<file path="src/hdl/mau_pkg.sv">
// ============================================================================
// mau_pkg
// Shared widths, command codes, microcode format and control store for the
// modular arithmetic unit.
// ============================================================================
package mau_pkg;

  localparam int MOD_W  = 31;                      // modulus and residue width
  localparam int OPND_W = 64;                      // operand width
  localparam int CMD_W  = 3;
  localparam int PROD_W = 2 * MOD_W;
  localparam int CNT_W  = $clog2(OPND_W + 1);      // reducer bit counter
  localparam int PC_W   = 5;

  localparam logic [MOD_W-1:0] MOD_RESET = MOD_W'(1000000007);

  localparam logic [CMD_W-1:0] CMD_ADD = 3'd0;
  localparam logic [CMD_W-1:0] CMD_SUB = 3'd1;
  localparam logic [CMD_W-1:0] CMD_MUL = 3'd2;
  localparam logic [CMD_W-1:0] CMD_DIV = 3'd3;
  localparam logic [CMD_W-1:0] CMD_POW = 3'd4;

  typedef enum logic [4:0] {
    UOP_NOP,
    UOP_LOAD,          // wait for and latch an input item
    UOP_RED_A,         // ra <= operand_a mod m
    UOP_RED_B,         // rb <= operand_b mod m
    UOP_ADD,
    UOP_SUB,
    UOP_ZERO,
    UOP_ONE,
    UOP_PMUL_AB,       // prod <= ra * rb
    UOP_PMUL_ACC_BASE, // prod <= acc * base
    UOP_PMUL_BASE_SQ,  // prod <= base * base
    UOP_PMUL_RA_ACC,   // prod <= ra * acc
    UOP_RED_P_RES,     // res  <= prod mod m
    UOP_RED_P_ACC,     // acc  <= prod mod m
    UOP_RED_P_BASE,    // base <= prod mod m
    UOP_INIT_DIV,      // acc <= 1, base <= rb, exp <= m - 2
    UOP_INIT_POW,      // acc <= 1, base <= ra, exp <= b
    UOP_EXP_SHIFT,
    UOP_MOV_ACC,       // res <= acc
    UOP_OUT            // hand res to the output register
  } uop_t;

  typedef enum logic [3:0] {
    COND_NEVER,
    COND_ALWAYS,
    COND_M_LT2,
    COND_IS_ADD,
    COND_IS_SUB,
    COND_IS_MUL,
    COND_IS_DIV,
    COND_IS_POW,
    COND_RB_ZERO,
    COND_B_NONPOS,
    COND_EXP_ZERO,
    COND_EXP_EVEN
  } cond_t;

  typedef struct packed {
    uop_t            uop;
    cond_t           cond;
    logic [PC_W-1:0] target;
  } ctrl_word_t;

  // reducer request / status
  typedef struct packed {
    logic start;
    logic negate;
  } red_req_t;

  typedef struct packed {
    logic idle;
    logic done;
  } red_stat_t;

  typedef enum logic [1:0] {
    RED_IDLE,
    RED_RUN,
    RED_FIX,
    RED_DONE
  } red_state_t;

  // program labels
  localparam logic [PC_W-1:0] S_LOAD    = 5'd0;
  localparam logic [PC_W-1:0] S_ZERO    = 5'd9;
  localparam logic [PC_W-1:0] S_ADD     = 5'd10;
  localparam logic [PC_W-1:0] S_SUB     = 5'd11;
  localparam logic [PC_W-1:0] S_MUL     = 5'd12;
  localparam logic [PC_W-1:0] S_DIV     = 5'd14;
  localparam logic [PC_W-1:0] S_POW     = 5'd16;
  localparam logic [PC_W-1:0] S_LOOP    = 5'd18;
  localparam logic [PC_W-1:0] S_SQ      = 5'd22;
  localparam logic [PC_W-1:0] S_FIN     = 5'd25;
  localparam logic [PC_W-1:0] S_DIV_FIN = 5'd27;
  localparam logic [PC_W-1:0] S_ONE     = 5'd29;
  localparam logic [PC_W-1:0] S_OUT     = 5'd30;

  // control store
  function automatic ctrl_word_t ucode(input logic [PC_W-1:0] pc);
    ctrl_word_t w;
    w = '{UOP_NOP, COND_ALWAYS, S_LOAD};
    case (pc)
      5'd0:  w = '{UOP_LOAD,          COND_NEVER,    S_LOAD};
      5'd1:  w = '{UOP_NOP,           COND_M_LT2,    S_ZERO};
      5'd2:  w = '{UOP_RED_A,         COND_NEVER,    S_LOAD};
      5'd3:  w = '{UOP_RED_B,         COND_NEVER,    S_LOAD};
      5'd4:  w = '{UOP_NOP,           COND_IS_ADD,   S_ADD};
      5'd5:  w = '{UOP_NOP,           COND_IS_SUB,   S_SUB};
      5'd6:  w = '{UOP_NOP,           COND_IS_MUL,   S_MUL};
      5'd7:  w = '{UOP_NOP,           COND_IS_DIV,   S_DIV};
      5'd8:  w = '{UOP_NOP,           COND_IS_POW,   S_POW};
      5'd9:  w = '{UOP_ZERO,          COND_ALWAYS,   S_OUT};
      5'd10: w = '{UOP_ADD,           COND_ALWAYS,   S_OUT};
      5'd11: w = '{UOP_SUB,           COND_ALWAYS,   S_OUT};
      5'd12: w = '{UOP_PMUL_AB,       COND_NEVER,    S_LOAD};
      5'd13: w = '{UOP_RED_P_RES,     COND_ALWAYS,   S_OUT};
      5'd14: w = '{UOP_NOP,           COND_RB_ZERO,  S_ZERO};
      5'd15: w = '{UOP_INIT_DIV,      COND_ALWAYS,   S_LOOP};
      5'd16: w = '{UOP_NOP,           COND_B_NONPOS, S_ONE};
      5'd17: w = '{UOP_INIT_POW,      COND_NEVER,    S_LOAD};
      5'd18: w = '{UOP_NOP,           COND_EXP_ZERO, S_FIN};
      5'd19: w = '{UOP_NOP,           COND_EXP_EVEN, S_SQ};
      5'd20: w = '{UOP_PMUL_ACC_BASE, COND_NEVER,    S_LOAD};
      5'd21: w = '{UOP_RED_P_ACC,     COND_NEVER,    S_LOAD};
      5'd22: w = '{UOP_PMUL_BASE_SQ,  COND_NEVER,    S_LOAD};
      5'd23: w = '{UOP_RED_P_BASE,    COND_NEVER,    S_LOAD};
      5'd24: w = '{UOP_EXP_SHIFT,     COND_ALWAYS,   S_LOOP};
      5'd25: w = '{UOP_NOP,           COND_IS_DIV,   S_DIV_FIN};
      5'd26: w = '{UOP_MOV_ACC,       COND_ALWAYS,   S_OUT};
      5'd27: w = '{UOP_PMUL_RA_ACC,   COND_NEVER,    S_LOAD};
      5'd28: w = '{UOP_RED_P_RES,     COND_ALWAYS,   S_OUT};
      5'd29: w = '{UOP_ONE,           COND_NEVER,    S_LOAD};
      5'd30: w = '{UOP_OUT,           COND_ALWAYS,   S_LOAD};
      default: w = '{UOP_NOP,         COND_ALWAYS,   S_LOAD};
    endcase
    return w;
  endfunction

endpackage

</file>
<file path="src/hdl/mau_reduce.sv">
// ============================================================================
// mau_reduce
// Bit-serial reducer: residue of a 64-bit value (optionally a negative one)
// modulo m, one dividend bit per cycle.
// ============================================================================
module mau_reduce (
  input  logic                         clk,
  input  logic                         rst,
  input  mau_pkg::red_req_t            req,
  input  logic [mau_pkg::OPND_W-1:0]   value,
  input  logic [mau_pkg::MOD_W-1:0]    m,
  output mau_pkg::red_stat_t           stat,
  output logic [mau_pkg::MOD_W-1:0]    residue
);

  mau_pkg::red_state_t state, state_next;

  logic [mau_pkg::OPND_W-1:0] dividend;
  logic [mau_pkg::MOD_W-1:0]  rem;
  logic [mau_pkg::CNT_W-1:0]  cnt;
  logic                       neg;
  logic [mau_pkg::MOD_W:0]    trial;

  // partial remainder with next dividend bit; always below 2m
  assign trial = {rem, dividend[mau_pkg::OPND_W-1]};

  always_comb begin
    state_next = state;
    case (state)
      mau_pkg::RED_IDLE: if (req.start) state_next = mau_pkg::RED_RUN;
      mau_pkg::RED_RUN:  if (cnt == mau_pkg::CNT_W'(1)) state_next = mau_pkg::RED_FIX;
      mau_pkg::RED_FIX:  state_next = mau_pkg::RED_DONE;
      mau_pkg::RED_DONE: state_next = mau_pkg::RED_IDLE;
      default:           state_next = mau_pkg::RED_IDLE;
    endcase
  end

  always_comb begin
    stat.idle = (state == mau_pkg::RED_IDLE);
    stat.done = (state == mau_pkg::RED_DONE);
  end

  always_ff @(posedge clk) begin
    if (rst) begin
      state <= mau_pkg::RED_IDLE;
    end else begin
      state <= state_next;
    end
  end

  always_ff @(posedge clk) begin
    case (state)
      mau_pkg::RED_IDLE: begin
        if (req.start) begin
          dividend <= req.negate ? (mau_pkg::OPND_W'(0) - value) : value;
          rem      <= '0;
          cnt      <= mau_pkg::CNT_W'(mau_pkg::OPND_W);
          neg      <= req.negate;
        end
      end
      mau_pkg::RED_RUN: begin
        if (trial >= {1'b0, m}) begin
          rem <= mau_pkg::MOD_W'(trial - {1'b0, m});
        end else begin
          rem <= mau_pkg::MOD_W'(trial);
        end
        dividend <= {dividend[mau_pkg::OPND_W-2:0], 1'b0};
        cnt      <= cnt - mau_pkg::CNT_W'(1);
      end
      mau_pkg::RED_FIX: begin
        // residue of a negative value: m - r, or zero
        if (neg && rem != '0) rem <= m - rem;
      end
      default: begin
      end
    endcase
  end

  assign residue = rem;

endmodule

</file>
<file path="src/hdl/modular_arithmetic_unit.sv">
// ============================================================================
// modular_arithmetic_unit
// Modular add, subtract, multiply, Fermat divide and power under a
// programmable modulus, run by a small microcoded sequencer.
// ============================================================================
// Every reduction runs in the one shared bit-serial reducer; divide and power
//   loop once per exponent bit, over up to 31 bits of m-2 for divide and up to
//   63 bits of exponent for power.
// Throughput: one item at a time; the next item is taken once the program is
//   back at its load step, even while a result waits in the output register.
// Reset: sequencer to the load step, output empty, modulus = 1000000007.
module modular_arithmetic_unit (
  input  logic                                clk,
  input  logic                                rst,
  // configuration: modulus
  input  logic                                cfg_valid,
  output logic                                cfg_ready,
  input  logic [mau_pkg::MOD_W-1:0]           modulus,
  // input items
  input  logic                                in_valid,
  output logic                                in_ready,
  input  logic [mau_pkg::CMD_W-1:0]           command,
  input  logic signed [mau_pkg::OPND_W-1:0]   operand_a,
  input  logic signed [mau_pkg::OPND_W-1:0]   operand_b,
  // result items
  output logic                                out_valid,
  input  logic                                out_ready,
  output logic [mau_pkg::MOD_W-1:0]           result
);

  // --------------------------------------------------------------------------
  // Registers
  // --------------------------------------------------------------------------
  logic [mau_pkg::MOD_W-1:0]  mod_value;   // current modulus
  logic [mau_pkg::PC_W-1:0]   pc, pc_next;
  logic [mau_pkg::CMD_W-1:0]  cmd;
  logic [mau_pkg::OPND_W-1:0] a_raw, b_raw;
  logic [mau_pkg::MOD_W-1:0]  ra, rb;      // reduced operands
  logic [mau_pkg::MOD_W-1:0]  acc, base;   // square-and-multiply state
  logic [mau_pkg::OPND_W-1:0] exp;
  logic [mau_pkg::PROD_W-1:0] prod;        // registered multiplier output
  logic [mau_pkg::MOD_W-1:0]  res;

  // --------------------------------------------------------------------------
  // Control
  // --------------------------------------------------------------------------
  mau_pkg::ctrl_word_t cw;
  logic                taken;
  logic                stall;
  logic                advance;
  logic                is_red;

  mau_pkg::red_req_t          red_req;
  mau_pkg::red_stat_t         red_stat;
  logic [mau_pkg::OPND_W-1:0] red_value;
  logic [mau_pkg::MOD_W-1:0]  red_residue;

  logic [mau_pkg::MOD_W-1:0]  mul_x, mul_y;
  logic [mau_pkg::MOD_W:0]    sum, diff;

  assign cw = mau_pkg::ucode(pc);

  // jump condition
  always_comb begin
    case (cw.cond)
      mau_pkg::COND_NEVER:    taken = 1'b0;
      mau_pkg::COND_ALWAYS:   taken = 1'b1;
      mau_pkg::COND_M_LT2:    taken = (mod_value < mau_pkg::MOD_W'(2));
      mau_pkg::COND_IS_ADD:   taken = (cmd == mau_pkg::CMD_ADD);
      mau_pkg::COND_IS_SUB:   taken = (cmd == mau_pkg::CMD_SUB);
      mau_pkg::COND_IS_MUL:   taken = (cmd == mau_pkg::CMD_MUL);
      mau_pkg::COND_IS_DIV:   taken = (cmd == mau_pkg::CMD_DIV);
      mau_pkg::COND_IS_POW:   taken = (cmd == mau_pkg::CMD_POW);
      mau_pkg::COND_RB_ZERO:  taken = (rb == '0);
      // exponent zero or negative
      mau_pkg::COND_B_NONPOS: taken = b_raw[mau_pkg::OPND_W-1] || (b_raw == '0);
      mau_pkg::COND_EXP_ZERO: taken = (exp == '0);
      mau_pkg::COND_EXP_EVEN: taken = !exp[0];
      default:                taken = 1'b0;
    endcase
  end

  assign is_red = (cw.uop == mau_pkg::UOP_RED_A)     || (cw.uop == mau_pkg::UOP_RED_B) ||
                  (cw.uop == mau_pkg::UOP_RED_P_RES) || (cw.uop == mau_pkg::UOP_RED_P_ACC) ||
                  (cw.uop == mau_pkg::UOP_RED_P_BASE);

  // a step holds while it waits on input, the reducer or a full output slot
  always_comb begin
    case (cw.uop)
      mau_pkg::UOP_LOAD: stall = !in_valid;
      mau_pkg::UOP_OUT:  stall = out_valid && !out_ready;
      default:           stall = is_red && !red_stat.done;
    endcase
  end

  assign advance = !stall;
  assign pc_next = !advance ? pc : (taken ? cw.target : pc + mau_pkg::PC_W'(1));

  assign in_ready  = (cw.uop == mau_pkg::UOP_LOAD);
  assign cfg_ready = 1'b1;

  always_ff @(posedge clk) begin
    if (rst) begin
      pc        <= mau_pkg::S_LOAD;
      mod_value <= mau_pkg::MOD_RESET;
    end else begin
      pc <= pc_next;
      if (cfg_valid && cfg_ready) mod_value <= modulus;
    end
  end

  // --------------------------------------------------------------------------
  // Shared reducer: operands are reduced from sign and magnitude, products
  // from the 62-bit multiplier register.
  // --------------------------------------------------------------------------
  always_comb begin
    red_req.start  = is_red && red_stat.idle;
    red_req.negate = 1'b0;
    case (cw.uop)
      mau_pkg::UOP_RED_A: begin
        red_value      = a_raw;
        red_req.negate = a_raw[mau_pkg::OPND_W-1];
      end
      mau_pkg::UOP_RED_B: begin
        red_value      = b_raw;
        red_req.negate = b_raw[mau_pkg::OPND_W-1];
      end
      default: red_value = mau_pkg::OPND_W'(prod);
    endcase
  end

  mau_reduce u_reduce (
    .clk     (clk),
    .rst     (rst),
    .req     (red_req),
    .value   (red_value),
    .m       (mod_value),
    .stat    (red_stat),
    .residue (red_residue)
  );

  // --------------------------------------------------------------------------
  // Datapath
  // --------------------------------------------------------------------------
  always_comb begin
    case (cw.uop)
      mau_pkg::UOP_PMUL_ACC_BASE: begin
        mul_x = acc;
        mul_y = base;
      end
      mau_pkg::UOP_PMUL_BASE_SQ: begin
        mul_x = base;
        mul_y = base;
      end
      mau_pkg::UOP_PMUL_RA_ACC: begin
        mul_x = ra;
        mul_y = acc;
      end
      default: begin
        mul_x = ra;
        mul_y = rb;
      end
    endcase
  end

  assign sum  = {1'b0, ra} + {1'b0, rb};
  assign diff = {1'b0, ra} + {1'b0, mod_value} - {1'b0, rb};

  always_ff @(posedge clk) begin
    case (cw.uop)
      mau_pkg::UOP_LOAD: begin
        if (in_valid) begin
          cmd   <= command;
          a_raw <= $unsigned(operand_a);
          b_raw <= $unsigned(operand_b);
        end
      end
      mau_pkg::UOP_RED_A: if (red_stat.done) ra <= red_residue;
      mau_pkg::UOP_RED_B: if (red_stat.done) rb <= red_residue;
      mau_pkg::UOP_ADD: begin
        res <= (sum >= {1'b0, mod_value}) ? mau_pkg::MOD_W'(sum - {1'b0, mod_value})
                                          : mau_pkg::MOD_W'(sum);
      end
      mau_pkg::UOP_SUB: begin
        res <= (ra >= rb) ? (ra - rb) : mau_pkg::MOD_W'(diff);
      end
      mau_pkg::UOP_ZERO: res <= '0;
      mau_pkg::UOP_ONE:  res <= mau_pkg::MOD_W'(1);
      mau_pkg::UOP_PMUL_AB,
      mau_pkg::UOP_PMUL_ACC_BASE,
      mau_pkg::UOP_PMUL_BASE_SQ,
      mau_pkg::UOP_PMUL_RA_ACC: begin
        prod <= mau_pkg::PROD_W'(mul_x) * mau_pkg::PROD_W'(mul_y);
      end
      mau_pkg::UOP_RED_P_RES:  if (red_stat.done) res  <= red_residue;
      mau_pkg::UOP_RED_P_ACC:  if (red_stat.done) acc  <= red_residue;
      mau_pkg::UOP_RED_P_BASE: if (red_stat.done) base <= red_residue;
      // Fermat inverse: rb^(m-2)
      mau_pkg::UOP_INIT_DIV: begin
        acc  <= mau_pkg::MOD_W'(1);
        base <= rb;
        exp  <= mau_pkg::OPND_W'(mod_value) - mau_pkg::OPND_W'(2);
      end
      mau_pkg::UOP_INIT_POW: begin
        acc  <= mau_pkg::MOD_W'(1);
        base <= ra;
        exp  <= b_raw;
      end
      mau_pkg::UOP_EXP_SHIFT: exp <= exp >> 1;
      mau_pkg::UOP_MOV_ACC:   res <= acc;
      default: begin
      end
    endcase
  end

  // --------------------------------------------------------------------------
  // Output register: holds one finished item while the next one runs
  // --------------------------------------------------------------------------
  always_ff @(posedge clk) begin
    if (rst) begin
      out_valid <= 1'b0;
    end else if (cw.uop == mau_pkg::UOP_OUT && advance) begin
      out_valid <= 1'b1;
    end else if (out_valid && out_ready) begin
      out_valid <= 1'b0;
    end
  end

  always_ff @(posedge clk) begin
    if (cw.uop == mau_pkg::UOP_OUT && advance) result <= res;
  end

endmodule

</file>
<file path="config.mk">
export PLATFORM = sky130hd
export DESIGN_NAME = modular_arithmetic_unit
export DESIGN_NICKNAME = d
export VERILOG_FILES = /design/src/hdl/mau_pkg.sv /design/src/hdl/mau_reduce.sv /design/src/hdl/modular_arithmetic_unit.sv
export SDC_FILE = /design/constraint.sdc
export NUM_CORES = 2
export LEC_CHECK = 0
export BUFFER_PORTS_ARGS = -buffer_cell sky130_fd_sc_hd__buf_2
export CAP_MARGIN = 25
export CORE_MARGIN = 1.5
export CORE_UTILIZATION = 59
export DETAILED_ROUTE_END_ITERATION = 16
export GPL_ROUTABILITY_DRIVEN = 1
export GPL_TIMING_DRIVEN = 0
export PLACE_DENSITY = 0.85
export SKIP_CTS_REPAIR_TIMING = 1
export SLEW_MARGIN = 20
export SYNTH_ARGS = -nofsm -noshare
export SYNTH_HDL_FRONTEND = slang
export SYNTH_SLANG_ARGS = --single-unit
</file>
<file path="constraint.sdc">
create_clock -name clk -period 9.29 [get_ports clk]
set_input_delay 0.929 -clock clk [delete_from_list [all_inputs] [get_ports clk]]
set_output_delay 0.929 -clock clk [all_outputs]
set_load 0.005 [all_outputs]
</file>
==> flow_metrics.env <==
export IMPL_utilization_pct=67.3
export IMPL_tightest_slew_ns=1.23
export IMPL_power_leakage_nw=34.1
export IMPL_htree_levels=3
export IMPL_worstSetupStartpointType="register"
export IMPL_yosysUniqueCellTypes=98
export IMPL_critPathKind="reg -> reg"
export IMPL_synthAdderAreaFrac_pct=34.0
export IMPL_num_fill_cells=8959
export IMPL_port_buffers=198
export IMPL_setup_viol=0
export IMPL_ys_flop_type="edfxtp_1"
export IMPL_vdd_drop_max_v=0.000358
export IMPL_synthMuxAreaShare_pct=1.54
export IMPL_top_layer="met5"
export IMPL_synthesis_nets=8655
export IMPL_rows=124
export IMPL_io_pins=201
export IMPL_async_flop_share_pct=0
export IMPL_timing_slew_headroom_pct=17.6
export IMPL_crit_arrival_ns=9.81
export IMPL_yosysWarnings=0
export IMPL_synth_compound_area_share_pct=13.0
export IMPL_path_max_fanout=10
export IMPL_place_area_um2=72100
export IMPL_final_common_cell="inv_1"
export IMPL_maxSlewViolCount=0
export IMPL_skew_ns=0.0469
export IMPL_synth_edf_count=546
export IMPL_synth_top_cell_area_share_pct=25.7
export IMPL_multi_input_area_um2=46600
export IMPL_wl_per_cell_um=31.5
export IMPL_hold_ws_ns=0.406
export IMPL_crit_slowest_cell="fa_2"
export IMPL_overflow=0
export IMPL_fin_area_um2=76900
export IMPL_outcome="finished clean"
export IMPL_drv_cap=0
export IMPL_area_delta_synth_final_pct=13.1
export IMPL_die_h_um=343
export IMPL_routed_wl_met3_um=40400
export IMPL_period_share_pct=99.9
export IMPL_synth_xor_xnor_area_share_pct=3.95
export IMPL_wl_um=287000
export IMPL_dr_wl_met2_um=119000
export IMPL_drtPass1Iterations=9
export IMPL_insertion_delay_ns=0.70
export IMPL_cts_buffer_depth=3
export IMPL_whs_path_depth=1
export IMPL_yosys_area_share_simple_pct=13.9
export IMPL_drc=0
export IMPL_ctsRootBufferMaster="clkbuf_16"
export IMPL_hpwl_um=230000
export IMPL_via_count=60400
export IMPL_tritoncts="built"
export IMPL_antenna_left=0
export IMPL_critPathCaptureType="register"
export IMPL_grt_pass1_wl_um=404000
export IMPL_max_stage_delay_ns=0.72
export IMPL_yosysSeqAreaShare_pct=25.7
export IMPL_vias_per_cell=6.62
export IMPL_finalCriticalPeriod_ns=9.28
export IMPL_syn_area_per_cell_um2=9.50
export IMPL_regArea_um2=17500
export IMPL_ys_seq_elements=599
export IMPL_fmax_ghz=0.108
export IMPL_hp_class="in -> reg"
export IMPL_grt_total_usage_pct=48.6
export IMPL_synth_area_leaders="fa_1, edfxtp_1, ha_1"
export IMPL_place_ws_ns=-2.59
export IMPL_start_util_pct=59.5
export IMPL_yosysTopAreaCell="fa_1"
export IMPL_core_um2=114000
export IMPL_nets=9054
export IMPL_clk_pin_slew_ns=0.07
export IMPL_grt_start_max_net_pins=62
export IMPL_cts_buffers=68
export IMPL_dieArea_um2=117000
export IMPL_synth_top_family_by_area="adder cells"
export IMPL_die_x_um=343
export IMPL_p_per_area_nw_per_um2=226
export IMPL_reg2reg_depth=33
export IMPL_drt_iter0_markers=8259
export IMPL_critPathRequiredTime_ns=9.82
export IMPL_hold_viol=0
export IMPL_syn_area_um2=68000
export IMPL_netlist_instances=7162
export IMPL_grt_pass1_vias=59200
export IMPL_worst_slack_ns=0.0116
export IMPL_gp_congestion=1.11
export IMPL_setup_tns_final_ns=0
export IMPL_clkSinkCount=599
export IMPL_met1_length_um=97500
export IMPL_layout_drive_gt1_share_pct=12.1
export IMPL_antenna_found_initial=16
export IMPL_layout_common_cells="inv_1, fa_1, nand2_1, nor2_1, edfxtp_1"
power by group:
group	total (mW)	internal, mW	leakage (nW)	switching, mW
registers	4.44	3.83	5.41	0.607
logic	10.1	3.84	27.6	6.25
clock network	2.85	1.65	1.10	1.20
cells in the mapped netlist, types with 10 or more instances:
| master | count |
|---|---|
| a21oi_1 | 287 |
| o21bai_1 | 27 |
| nand4_1 | 34 |
| a221oi_1 | 43 |
| o21ai_0 | 208 |
| or3_1 | 19 |
| inv_1 | 1039 |
| and3_1 | 49 |
| a222oi_1 | 25 |
| mux2_2 | 23 |
| nor2_1 | 745 |
| a22o_1 | 13 |
| nor2b_1 | 66 |
| edfxtp_1 | 546 |
| nor4_1 | 72 |
| a211oi_1 | 43 |
| a21o_1 | 106 |
| nand3_1 | 60 |
| and2_1 | 51 |
| a22oi_1 | 94 |
| fa_1 | 872 |
| a221o_1 | 85 |
| a41oi_1 | 12 |
| or2_2 | 20 |
| buf_2 | 29 |
| o22ai_1 | 46 |
| buf_1 | 19 |
| xor2_1 | 110 |
| ha_1 | 454 |
| xnor2_1 | 197 |
| o21ai_1 | 28 |
| or4_1 | 10 |
| o211ai_1 | 52 |
| nand2_1 | 788 |
| o31ai_1 | 15 |
| clkbuf_1 | 298 |
| nor3_1 | 122 |
| nand2b_1 | 47 |
| mux2i_1 | 79 |
| a31oi_1 | 49 |
| dfxtp_1 | 53 |
| a21boi_0 | 11 |
| o21a_1 | 56 |
logic make-up after synthesis:
logic type | after synthesis
multiplexers | 102
AO/OA/AOI/OAI | 1293
adder cells (fa/ha/maj) | 1326
XOR/XNOR | 307
other | 1
buffers and inverters | 1400
AND/OR/NAND/NOR | 2134
flip-flops | 599
area by class of cell:
cell class                 instances  share of cell area [%]
timing repair buffer             338                    3.38
clock inverter                    38                   0.612
tap                             1512                    2.46
clock buffer                      79                    2.35
sequential                       599                    22.7
buffer                           350                    2.84
antenna                            8                  0.0260
inverter                        1041                    5.08
multi-input combinational       5163                    60.5
critical path: cells and delay by family, from the launching register on:
| family | cells | cell delay (ns) |
|---|---|---|
| AOI/OAI and AO/OA | 7 | 1.24 |
| DFF | 1 | 0.47 |
| and+or+nand+nor | 7 | 1.27 |
| adders and majority gates | 9 | 4.59 |
| buffers and inverters | 10 | 1.50 |
registers in the layout, indices dropped and copies added, names as in the netlist, 62 cells and up:
signal,flops
a_raw,64
b_raw,64
exp,64
u_reduce.dividend,64
prod,62
per-layer routing:
metal	up-vias	GRT usage [%]
li1	24900	-
met1	29400	59.1
met2	4815	70.5
met3	1313	17.3
met4	26	37.7
met5	-	1.04
final timing paths:
check,startpoint,endpoint,slack [ns]
setup reg to reg,cw[12],prod[54],0.01
hold reg to reg,res[28],result[28],0.42
setup / recovery,cw[12],prod[54],0.01
hold / removal,operand_b[63],b_raw[63],0.41
metrics by stage:
step,total power [mW],cells
global placement,13.3,8872
detailed placement,13.6,8930
floorplan,10.3,7162
global route,18.1,9120
CTS,16.4,9047
finish,17.4,9128
Power figures use the tool's default switching activity.
